`config.mk`:
```
export PLATFORM = sky130hd
export DESIGN_NAME = iteration_hue_colorizer_unit
export DESIGN_NICKNAME = d
export VERILOG_FILES = /design/src/sv/ihc_pkg.sv /design/src/sv/ihc_sector.sv /design/src/sv/ihc_ramp.sv /design/src/sv/ihc_palette.sv /design/src/sv/iteration_hue_colorizer_unit.sv
export SDC_FILE = /design/constraint.sdc
export NUM_CORES = 1
export LEC_CHECK = 0
export BUFFER_PORTS_ARGS = -buffer_cell sky130_fd_sc_hd__buf_4
export CAP_MARGIN = 30
export CELL_PAD_IN_SITES_DETAIL_PLACEMENT = 1
export CELL_PAD_IN_SITES_GLOBAL_PLACEMENT = 1
export CORE_MARGIN = 2
export CORE_UTILIZATION = 37
export DETAILED_ROUTE_END_ITERATION = 12
export GPL_ROUTABILITY_DRIVEN = 1
export HOLD_SLACK_MARGIN = 0.12
export PLACE_DENSITY_LB_ADDON = 0.3
export SETUP_SLACK_MARGIN = 0.02
export SYNTH_ARGS = -nofsm -noshare
export SYNTH_HDL_FRONTEND = slang
export SYNTH_SLANG_ARGS = --single-unit
```
`constraint.sdc`:
```
create_clock -name aclk -period 19.3 [get_ports aclk]
set_input_delay 3.86 -clock aclk [delete_from_list [all_inputs] [get_ports aclk]]
set_output_delay 3.86 -clock aclk [all_outputs]
set_load 0.01 [all_outputs]
```
`src/sv/ihc_pkg.sv`:
```
// shared types and constants of the iteration hue colorizer
package ihc_pkg;

    localparam int COUNT_BITS_DEFAULT = 16;
    localparam int LIMIT_RESET        = 100;
    localparam int CHAN_BITS          = 8;
    localparam int CFG_INDEX_BITS     = 1;
    localparam int SECTOR_BITS        = 3;

    localparam logic [CHAN_BITS-1:0] CHAN_FULL  = 8'hff;
    localparam logic [CHAN_BITS-1:0] CHAN_ZERO  = 8'h00;
    localparam logic [CHAN_BITS-1:0] CHAN_FLOOR = 8'h30;

    typedef enum logic [CFG_INDEX_BITS-1:0] {
        REG_ITERATION_LIMIT = 1'b0,
        REG_PALETTE_MODE    = 1'b1
    } cfg_reg_t;

    typedef enum logic [1:0] {
        MODE_PLAIN = 2'd0,
        MODE_RED   = 2'd1,
        MODE_BLUE  = 2'd2,
        MODE_GREY  = 2'd3
    } palette_mode_t;

    typedef logic [SECTOR_BITS-1:0] sector_t;

    localparam sector_t SECTOR_GREEN_UP   = 3'd0;
    localparam sector_t SECTOR_RED_DOWN   = 3'd1;
    localparam sector_t SECTOR_BLUE_UP    = 3'd2;
    localparam sector_t SECTOR_GREEN_DOWN = 3'd3;
    localparam sector_t SECTOR_RED_UP     = 3'd4;
    localparam sector_t SECTOR_BLUE_DOWN  = 3'd5;
    localparam sector_t SECTOR_FULL_RED   = 3'd6;

endpackage

```
`src/sv/ihc_sector.sv`:
```
// count clamp and restoring division of six times the count by the limit
module ihc_sector #(
    parameter int COUNT_BITS = ihc_pkg::COUNT_BITS_DEFAULT
) (
    input  logic                  aclk,
    input  logic                  aresetn,
    input  logic                  en,
    input  logic                  in_valid,
    input  logic [COUNT_BITS-1:0] in_count,
    input  logic [COUNT_BITS-1:0] limit,
    output logic                  out_valid,
    output ihc_pkg::sector_t      out_sector,
    output logic [COUNT_BITS-1:0] out_rem
);

    localparam int STEPS = ihc_pkg::SECTOR_BITS;
    localparam int PW    = COUNT_BITS + STEPS;

    logic [COUNT_BITS-1:0] count_clamped;
    logic [PW-1:0]         six_count;
    logic [PW-1:0]         part_reg [0:STEPS];
    logic [PW-1:0]         part_next [1:STEPS];
    logic [STEPS-1:0]      quo_reg [0:STEPS];
    logic [STEPS-1:0]      quo_next [1:STEPS];
    logic [PW-1:0]         div_sh [0:STEPS-1];
    logic [STEPS:0]        valid_reg;

    always_comb begin
        count_clamped = (in_count > limit) ? limit : in_count;
        six_count     = (PW'(count_clamped) << 2) + (PW'(count_clamped) << 1);
        for (int i = 0; i < STEPS; i++) begin
            div_sh[i] = PW'(limit) << (STEPS - 1 - i);
            if (part_reg[i] >= div_sh[i]) begin
                part_next[i+1] = part_reg[i] - div_sh[i];
                quo_next[i+1]  = {quo_reg[i][STEPS-2:0], 1'b1};
            end else begin
                part_next[i+1] = part_reg[i];
                quo_next[i+1]  = {quo_reg[i][STEPS-2:0], 1'b0};
            end
        end
    end

    always_ff @(posedge aclk) begin
        if (!aresetn) begin
            valid_reg <= '0;
        end else if (en) begin
            valid_reg <= {valid_reg[STEPS-1:0], in_valid};
        end
    end

    always_ff @(posedge aclk) begin
        if (en) begin
            part_reg[0] <= six_count;
            quo_reg[0]  <= '0;
            for (int i = 1; i <= STEPS; i++) begin
                part_reg[i] <= part_next[i];
                quo_reg[i]  <= quo_next[i];
            end
        end
    end

    assign out_valid  = valid_reg[STEPS];
    assign out_sector = quo_reg[STEPS];
    assign out_rem    = part_reg[STEPS][COUNT_BITS-1:0];

endmodule

```
`src/sv/ihc_ramp.sv`:
```
// restoring division of 255 times the remainder by the limit, one quotient bit a stage
module ihc_ramp #(
    parameter int COUNT_BITS = ihc_pkg::COUNT_BITS_DEFAULT
) (
    input  logic                             aclk,
    input  logic                             aresetn,
    input  logic                             en,
    input  logic                             in_valid,
    input  ihc_pkg::sector_t                 in_sector,
    input  logic [COUNT_BITS-1:0]            in_rem,
    input  logic [COUNT_BITS-1:0]            limit,
    output logic                             out_valid,
    output ihc_pkg::sector_t                 out_sector,
    output logic [ihc_pkg::CHAN_BITS-1:0]    out_up,
    output logic                             out_inexact
);

    localparam int STEPS = ihc_pkg::CHAN_BITS;
    localparam int PW    = COUNT_BITS + STEPS;

    logic [PW-1:0]            part_reg [0:STEPS];
    logic [PW-1:0]            part_next [1:STEPS];
    logic [STEPS-1:0]         quo_reg [0:STEPS];
    logic [STEPS-1:0]         quo_next [1:STEPS];
    ihc_pkg::sector_t         sector_reg [0:STEPS];
    logic [PW-1:0]            div_sh [0:STEPS-1];
    logic [STEPS:0]           valid_reg;

    always_comb begin
        for (int i = 0; i < STEPS; i++) begin
            div_sh[i] = PW'(limit) << (STEPS - 1 - i);
            if (part_reg[i] >= div_sh[i]) begin
                part_next[i+1] = part_reg[i] - div_sh[i];
                quo_next[i+1]  = {quo_reg[i][STEPS-2:0], 1'b1};
            end else begin
                part_next[i+1] = part_reg[i];
                quo_next[i+1]  = {quo_reg[i][STEPS-2:0], 1'b0};
            end
        end
    end

    always_ff @(posedge aclk) begin
        if (!aresetn) begin
            valid_reg <= '0;
        end else if (en) begin
            valid_reg <= {valid_reg[STEPS-1:0], in_valid};
        end
    end

    // 255 * rem as rem * 256 - rem
    always_ff @(posedge aclk) begin
        if (en) begin
            part_reg[0]   <= (PW'(in_rem) << STEPS) - PW'(in_rem);
            quo_reg[0]    <= '0;
            sector_reg[0] <= in_sector;
            for (int i = 1; i <= STEPS; i++) begin
                part_reg[i]   <= part_next[i];
                quo_reg[i]    <= quo_next[i];
                sector_reg[i] <= sector_reg[i-1];
            end
        end
    end

    assign out_valid   = valid_reg[STEPS];
    assign out_sector  = sector_reg[STEPS];
    assign out_up      = quo_reg[STEPS];
    assign out_inexact = |part_reg[STEPS];

endmodule

```
`src/sv/ihc_palette.sv`:
```
// sector to rgb selection, then the palette mode
module ihc_palette (
    input  logic                          aclk,
    input  logic                          aresetn,
    input  logic                          en,
    input  ihc_pkg::palette_mode_t        mode,
    input  logic                          in_valid,
    input  ihc_pkg::sector_t              in_sector,
    input  logic [ihc_pkg::CHAN_BITS-1:0] in_up,
    input  logic                          in_inexact,
    output logic                          out_valid,
    output logic [ihc_pkg::CHAN_BITS-1:0] out_red,
    output logic [ihc_pkg::CHAN_BITS-1:0] out_green,
    output logic [ihc_pkg::CHAN_BITS-1:0] out_blue
);

    localparam int CB = ihc_pkg::CHAN_BITS;

    logic [CB-1:0] down;
    logic [CB-1:0] red_next,  green_next,  blue_next;
    logic [CB-1:0] red_reg,   green_reg,   blue_reg;
    logic [CB-1:0] red2_next, green2_next, blue2_next;
    logic [CB-1:0] red2_reg,  green2_reg,  blue2_reg;
    logic [CB:0]   mix_sum;
    logic [CB-1:0] mix_quarter;
    logic [CB-1:0] mix_floored;
    logic [1:0]    valid_reg;

    // falling ramp is 255 minus the rising ramp rounded up
    always_comb begin
        down = ihc_pkg::CHAN_FULL - in_up - CB'(in_inexact);
        unique case (in_sector)
            ihc_pkg::SECTOR_GREEN_UP: begin
                red_next = ihc_pkg::CHAN_FULL; green_next = in_up;
                blue_next = ihc_pkg::CHAN_ZERO;
            end
            ihc_pkg::SECTOR_RED_DOWN: begin
                red_next = down; green_next = ihc_pkg::CHAN_FULL;
                blue_next = ihc_pkg::CHAN_ZERO;
            end
            ihc_pkg::SECTOR_BLUE_UP: begin
                red_next = ihc_pkg::CHAN_ZERO; green_next = ihc_pkg::CHAN_FULL;
                blue_next = in_up;
            end
            ihc_pkg::SECTOR_GREEN_DOWN: begin
                red_next = ihc_pkg::CHAN_ZERO; green_next = down;
                blue_next = ihc_pkg::CHAN_FULL;
            end
            ihc_pkg::SECTOR_RED_UP: begin
                red_next = in_up; green_next = ihc_pkg::CHAN_ZERO;
                blue_next = ihc_pkg::CHAN_FULL;
            end
            ihc_pkg::SECTOR_BLUE_DOWN: begin
                red_next = ihc_pkg::CHAN_FULL; green_next = ihc_pkg::CHAN_ZERO;
                blue_next = down;
            end
            default: begin
                red_next = ihc_pkg::CHAN_FULL; green_next = ihc_pkg::CHAN_ZERO;
                blue_next = ihc_pkg::CHAN_ZERO;
            end
        endcase
    end

    always_comb begin
        red2_next   = red_reg;
        green2_next = green_reg;
        blue2_next  = blue_reg;
        unique case (mode)
            ihc_pkg::MODE_RED:  mix_sum = {1'b0, blue_reg} + {1'b0, green_reg};
            ihc_pkg::MODE_BLUE: mix_sum = {1'b0, green_reg} + {1'b0, red_reg};
            default:            mix_sum = '0;
        endcase
        mix_quarter = {1'b0, mix_sum[CB:2]};
        mix_floored = (mix_quarter < ihc_pkg::CHAN_FLOOR) ? ihc_pkg::CHAN_FLOOR : mix_quarter;
        unique case (mode)
            ihc_pkg::MODE_PLAIN: ;
            ihc_pkg::MODE_RED:   red2_next = mix_floored;
            ihc_pkg::MODE_BLUE:  blue2_next = mix_floored;
            ihc_pkg::MODE_GREY: begin
                red2_next   = blue_reg;
                green2_next = blue_reg;
            end
        endcase
    end

    always_ff @(posedge aclk) begin
        if (!aresetn) begin
            valid_reg <= '0;
        end else if (en) begin
            valid_reg <= {valid_reg[0], in_valid};
        end
    end

    always_ff @(posedge aclk) begin
        if (en) begin
            red_reg    <= red_next;
            green_reg  <= green_next;
            blue_reg   <= blue_next;
            red2_reg   <= red2_next;
            green2_reg <= green2_next;
            blue2_reg  <= blue2_next;
        end
    end

    assign out_valid = valid_reg[1];
    assign out_red   = red2_reg;
    assign out_green = green2_reg;
    assign out_blue  = blue2_reg;

endmodule

```
`src/sv/iteration_hue_colorizer_unit.sv`:
```
// top level: config registers, hue pipeline and output skid stage
//
//  port group   dir  payload                               accepted when
//  s_           in   tdata: iteration_count                s_tvalid & s_tready
//  m_           out  tdata: red, green, blue               m_tvalid & m_tready
//  cfg_wr_      in   index 0 iteration_limit, 1 mode       cfg_wr_en
//
//  one item a cycle while s_tready is high; 16 register stages
//  (clamp, 3 sector steps, 8+1 ramp steps, 2 colour stages, output register)
//  aresetn is synchronous; it empties the pipeline and loads limit 100, mode 0
//  a held m_ result parks the next item in the skid register; s_tready falls
//  only while that register is full
module iteration_hue_colorizer_unit #(
    parameter int COUNT_BITS = ihc_pkg::COUNT_BITS_DEFAULT
) (
    input  logic                                 aclk,
    input  logic                                 aresetn,
    input  logic                                 s_tvalid,
    output logic                                 s_tready,
    input  logic [((COUNT_BITS + 7) / 8) * 8 - 1:0] s_tdata,   // iteration_count
    output logic                                 m_tvalid,
    input  logic                                 m_tready,
    output logic [3 * ihc_pkg::CHAN_BITS - 1:0]  m_tdata,      // red, green, blue
    input  logic                                 cfg_wr_en,
    input  logic [ihc_pkg::CFG_INDEX_BITS-1:0]   cfg_wr_index,
    input  logic [COUNT_BITS-1:0]                cfg_wr_data
);

    localparam int OW = 3 * ihc_pkg::CHAN_BITS;

    logic [COUNT_BITS-1:0]          limit_reg;
    ihc_pkg::palette_mode_t         mode_reg;
    logic [COUNT_BITS-1:0]          limit_eff;
    logic                           en;

    logic                           sec_valid;
    ihc_pkg::sector_t               sec_sector;
    logic [COUNT_BITS-1:0]          sec_rem;
    logic                           ramp_valid;
    ihc_pkg::sector_t               ramp_sector;
    logic [ihc_pkg::CHAN_BITS-1:0]  ramp_up;
    logic                           ramp_inexact;
    logic                           pal_valid;
    logic [ihc_pkg::CHAN_BITS-1:0]  pal_red, pal_green, pal_blue;
    logic [OW-1:0]                  pal_data;

    logic                           out_valid_reg, out_valid_next;
    logic [OW-1:0]                  out_data_reg,  out_data_next;
    logic                           skid_valid_reg, skid_valid_next;
    logic [OW-1:0]                  skid_data_reg,  skid_data_next;
    logic                           out_free;

    always_ff @(posedge aclk) begin
        if (!aresetn) begin
            limit_reg <= COUNT_BITS'(ihc_pkg::LIMIT_RESET);
            mode_reg  <= ihc_pkg::MODE_PLAIN;
        end else if (cfg_wr_en) begin
            unique case (ihc_pkg::cfg_reg_t'(cfg_wr_index))
                ihc_pkg::REG_ITERATION_LIMIT: limit_reg <= cfg_wr_data;
                ihc_pkg::REG_PALETTE_MODE:
                    mode_reg <= ihc_pkg::palette_mode_t'(cfg_wr_data[1:0]);
            endcase
        end
    end

    // zero limit acts as one
    assign limit_eff = (limit_reg == '0) ? COUNT_BITS'(1) : limit_reg;
    assign en        = !skid_valid_reg;
    assign s_tready  = en;

    ihc_sector #(.COUNT_BITS(COUNT_BITS)) u_sector (
        .aclk       (aclk),
        .aresetn    (aresetn),
        .en         (en),
        .in_valid   (s_tvalid),
        .in_count   (s_tdata[COUNT_BITS-1:0]),
        .limit      (limit_eff),
        .out_valid  (sec_valid),
        .out_sector (sec_sector),
        .out_rem    (sec_rem)
    );

    ihc_ramp #(.COUNT_BITS(COUNT_BITS)) u_ramp (
        .aclk        (aclk),
        .aresetn     (aresetn),
        .en          (en),
        .in_valid    (sec_valid),
        .in_sector   (sec_sector),
        .in_rem      (sec_rem),
        .limit       (limit_eff),
        .out_valid   (ramp_valid),
        .out_sector  (ramp_sector),
        .out_up      (ramp_up),
        .out_inexact (ramp_inexact)
    );

    ihc_palette u_palette (
        .aclk       (aclk),
        .aresetn    (aresetn),
        .en         (en),
        .mode       (mode_reg),
        .in_valid   (ramp_valid),
        .in_sector  (ramp_sector),
        .in_up      (ramp_up),
        .in_inexact (ramp_inexact),
        .out_valid  (pal_valid),
        .out_red    (pal_red),
        .out_green  (pal_green),
        .out_blue   (pal_blue)
    );

    assign pal_data = {pal_blue, pal_green, pal_red};
    assign out_free = !out_valid_reg || m_tready;

    always_comb begin
        out_valid_next  = out_valid_reg;
        out_data_next   = out_data_reg;
        skid_valid_next = skid_valid_reg;
        skid_data_next  = skid_data_reg;
        priority if (skid_valid_reg) begin
            if (out_free) begin
                out_valid_next  = 1'b1;
                out_data_next   = skid_data_reg;
                skid_valid_next = 1'b0;
            end
        end else if (pal_valid) begin
            if (out_free) begin
                out_valid_next = 1'b1;
                out_data_next  = pal_data;
            end else begin
                skid_valid_next = 1'b1;
                skid_data_next  = pal_data;
            end
        end else if (out_free) begin
            out_valid_next = 1'b0;
        end
    end

    always_ff @(posedge aclk) begin
        if (!aresetn) begin
            out_valid_reg  <= 1'b0;
            skid_valid_reg <= 1'b0;
        end else begin
            out_valid_reg  <= out_valid_next;
            skid_valid_reg <= skid_valid_next;
        end
    end

    always_ff @(posedge aclk) begin
        out_data_reg  <= out_data_next;
        skid_data_reg <= skid_data_next;
    end

    assign m_tvalid = out_valid_reg;
    assign m_tdata  = out_data_reg;

endmodule

```
# Word-level counts from Yosys, hierarchy flattened
# Memories as Yosys holds them, arrays and structs flattened.
# Cells that the tools add are included.
# op_classes
add_sub_neg	17
n_mul	0
div_mod_pow	0
order_cmp	13
eq_ne	8
shift	0
muxes	44
bitwise_logic	3
n_reduce_logical	15
# ops
operator	n
two-way mux 24 bit	12
one-hot mux 8 bit (3 select lines)	3
two-way mux 19 bit	3
subtractor 24 x 16 -> 24 bit	2
two-way mux 16 bit	2
>= comparator 24 x 16 -> 1 bit	1
>= comparator 24 x 17 -> 1 bit	1
>= comparator 24 x 18 -> 1 bit	1
>= comparator 24 x 19 -> 1 bit	1
>= comparator 24 x 20 -> 1 bit	1
>= comparator 24 x 21 -> 1 bit	1
>= comparator 24 x 22 -> 1 bit	1
>= comparator 24 x 23 -> 1 bit	1
OR reduction 24 bit	1
subtractor 24 x 17 -> 24 bit	1
subtractor 24 x 18 -> 24 bit	1
subtractor 24 x 19 -> 24 bit	1
subtractor 24 x 20 -> 24 bit	1
subtractor 24 x 21 -> 24 bit	1
subtractor 24 x 22 -> 24 bit	1
subtractor 24 x 23 -> 24 bit	1
adder 18 x 17 -> 19 bit	1
>= comparator 19 x 16 -> 1 bit	1
>= comparator 19 x 17 -> 1 bit	1
other kinds (29)	59
# totals
regBits	131
latchBits	0
ram_bits	403
rom_bits	0
in_bits	38
elab_cells	120
memories	5
# memory_table
name	words	word_bits	read_ports	rd_ports_with_merged_regs	wr	line_no	text
u_ramp.part_reg	9	24	9	0	9	ihc_ramp.sv:21	logic [PW-1:0] part_reg [0:STEPS];
u_sector.part_reg	4	19	4	0	4	ihc_sector.sv:21	logic [PW-1:0] part_reg [0:STEPS];
u_ramp.quo_reg	9	8	9	0	9	ihc_ramp.sv:23	logic [STEPS-1:0] quo_reg [0:STEPS];
u_ramp.sector_reg	9	3	9	0	9	ihc_ramp.sv:25	ihc_pkg::sector_t sector_reg [0:STEPS];
u_sector.quo_reg	4	3	4	0	4	ihc_sector.sv:23	logic [STEPS-1:0] quo_reg [0:STEPS];

# Depth between registers and ports, before layout
# depth
depth_word	5
ltp_mapped	25
ltp_nobuf	22

# Hierarchy
# A second synthesis with hierarchy kept.
# hier_totals
cells_unflattened	2770
hier_area_um2	29998.8
# by_module_without_submodules
mod	instances	cells_per_inst	area_per_inst_um2	seq_area_each_um2
ihc_ramp	1	1639	17838.4	8558.2
ihc_sector	1	680	6631.4	2362.3
ihc_palette	1	266	2907.8	1481.4
iteration_hue_colorizer_unit	1	185	2621.3	1841.8

# Worst setup path before layout
# Ideal clock, no wire load.
# synth_path
path_kind	register to output
from	register skid_valid_reg
to	output s_tready
arrival_ns	8.494
t_required_ns	15.440
setup_slack_ns	6.946
stages_incl_launch_ff	4
n_path_buf	2
path_cell_list	dfxtp_1 -> clkbuf_1 -> clkbuf_1 -> inv_1
# synth_via
elab_chain_cells	1
# synth_lines
element	line_no	text
start: declaration	iteration_hue_colorizer_unit.sv:49	logic skid_valid_reg, skid_valid_next;
start signal: assignment	iteration_hue_colorizer_unit.sv:145	skid_valid_reg <= skid_valid_next;
logical NOT 1 bit	iteration_hue_colorizer_unit.sv:68	assign en = !skid_valid_reg;
end: declaration	iteration_hue_colorizer_unit.sv:19	output logic s_tready,
# Every way passes these cells.

==> flow_metrics.env <==
export IMPL_h_tree_depth=2
export IMPL_postCtsSetupBuffers=0
export IMPL_synth_seq_area_share_pct=48.3
export IMPL_setup_viol=0
export IMPL_core_area_mm2=0.0789
export IMPL_fmax_mhz=120
export IMPL_final_util_pct=42.3
export IMPL_drive_above_1_share_pct=11.3
export IMPL_largest_register_ffs=216
export IMPL_grt_pass1_vias=22600
export IMPL_die_area_mm2=0.0819
export IMPL_vias=21600
export IMPL_total_power_mw=5.85
export IMPL_slew_violations=0
export IMPL_die_h_um=286
export IMPL_required_ns=19.66
export IMPL_synthToLayoutAreaGrowth_pct=13.2
export IMPL_track_usage_pct=19.1
export IMPL_diodes=0
export IMPL_clkSlewWorstSetupHoldPaths_ns=0.06
export IMPL_clockBufferDepth=3
export IMPL_path_class="in -> reg"
export IMPL_grt_pass1_wl_um=124000
export IMPL_final_hold_viol_count=0
export IMPL_avgSynthCellArea_um2=10.7
export IMPL_maxSlewHeadroom_pct=33.6
export IMPL_setup_worst_path_start_class="input port"
export IMPL_initialDrtViolationCount=1023
export IMPL_viasPerCell=5.47
export IMPL_final_setup_worst_slack_ns=10.98
export IMPL_synth_cell_type_count=84
export IMPL_ys_seq_elements=486
export IMPL_yosys_area_top_type="edfxtp_1"
export IMPL_hold_path_startpoint="u_ramp.quo_reg[0][58]"
export IMPL_synth_flop_cell="edfxtp_1"
export IMPL_start_util_pct=37.4
export IMPL_pin_count=64
export IMPL_cellPowerDensity_mw_per_mm2=175
export IMPL_cts_hold_buf=0
export IMPL_routedWlPerCell_um=19.9
export IMPL_period_needed_ns=8.32
export IMPL_stdcell_count=3947
export IMPL_firstDrtPassIters=5
export IMPL_final_nets=3125
export IMPL_end_kind="flip-flop"
export IMPL_r2r_slack_ns=13.57
export IMPL_dpl_cell_count=3838
export IMPL_drv_cap=0
export IMPL_synthTopCellsByCount="edfxtp_1, nand2_1, ha_1"
export IMPL_whs_ns=0.419
export IMPL_clk_insertion_delay_late_ns=0.63
export IMPL_overflow=0
export IMPL_grt_max_degree=99
export IMPL_cts_tree="yes"
export IMPL_drcViolationCount=0
export IMPL_die_w_um=286
export IMPL_dp_slack_ns=9.91
export IMPL_synth_area_mm2=0.0295
export IMPL_rows=103
export IMPL_setup_tns_ns=0
export IMPL_final_area_mm2=0.0334
export IMPL_synthMostInstantiatedCell="edfxtp_1"
export IMPL_hp_class="reg -> reg"
export IMPL_postRouteWirelength_um=78700
export IMPL_outcome="completed"
export IMPL_cellLeakagePower_nw=12.7
export IMPL_hpwl_um=57600
export IMPL_worst_pin_slew_ns=0.992
export IMPL_worstPathArrival_ns=8.68
export IMPL_cts_buffers=57
export IMPL_r2r_start="limit_reg[15]"
export IMPL_clock_skew_ns=0.0265
export IMPL_fin_crit_sh_pct=43.1
export IMPL_drtAntennaViolNets=0
export IMPL_finalWeightedCongestion=0.837
export IMPL_synth_fp_nets=3035
export IMPL_antenna_found_initial=3
export IMPL_synth_area_leaders="edfxtp_1, ha_1, xnor2_1, a21oi_1, nand2_1"
export IMPL_syn_inst=2758
export IMPL_clockRootBuffer="clkbuf_16"
export IMPL_cts_sinks=486
export IMPL_synth_edf_count=451
export IMPL_cp_max_fo=31
export IMPL_place_port_buffers=63
export IMPL_yosysWarningCount=0
export IMPL_synthArstFlopShare_pct=0
export IMPL_max_vdd_ir_drop_mv=0.107
export IMPL_grt_setup_unrepaired="false"
export IMPL_synth_top_cell_area_share_pct=46.0
export IMPL_placed_area_mm2=0.0314
export IMPL_worstSetupStartpoint="s_tdata[15]"
export IMPL_cts_resized_gates=0
[logic make-up after synthesis]
family	count (synthesis)	synth area share, %
DFF	486	48.3
AOI/OAI and AO/OA	649	13.7
and+or+nand+nor	873	14.5
adders and majority gates	239	10.4
buffers and inverters	191	2.48
xor gates and xnor gates	204	6.11
muxes	116	4.43
[metal layers]
metal  track usage, %  routed length (um)  up-vias
li1                 -                   -    10400
met1             23.7               34100    10700
met2             33.7               39100      318
met3             2.74                2890      142
met4             6.64                2640        2
met5                0                  11        -
[critical path, stage by stage]
cell	delay [ns]
buf_4	0.12
ha_1	0.32
nand4_1	0.19
nor4_1	0.75
nand4_1	0.53
nand2_1	0.42
buf_16	0.21
nand2_1	0.06
o21ai_0	0.13
ha_1	0.33
and3_1	0.21
a2111oi_2	0.61
a211oi_1	0.34
a211oi_1	0.33
o21bai_1	0.12
xor2_1	0.15
[power breakdown]
part	internal [mW]	leakage, nW	switching, mW
clock	0.639	0.916	0.463
sequential	1.80	4.89	0.305
combinational	1.18	6.87	1.46
[layout make-up]
cell class	instances	area, um^2
inverters	119	454
repair buffers	103	888
fillers	8718	45500
flip-flops and latches	486	14200
well taps	1050	1310
clock buffers	61	1440
multi-input cells	2081	14500
clock inverters	47	477
[layout by cell type (no fill, tap or decap), types with 36 or more instances in the layout]
cell type / count
a21boi_0: 39
a21o_1: 52
a21oi_1: 189
buf_4: 96
clkbuf_16: 57
edfxtp_1: 451
ha_1: 228
inv_1: 118
mux2_2: 82
nand2_1: 246
nand2b_1: 36
nand3_1: 48
nand4_1: 40
nor2_1: 215
nor2b_1: 62
nor3_1: 81
o21ai_0: 179
xnor2_1: 133
xor2_1: 70
[final timing paths]
kind	end	depth (start not counted)
max reg2reg	u_sector.part_reg[0][17]	17
max	u_sector.part_reg[0][17]	16
min	u_ramp.quo_reg[0][67]	0
min reg2reg	u_ramp.quo_reg[0][67]	0
Power figures use the tool's default switching activity.
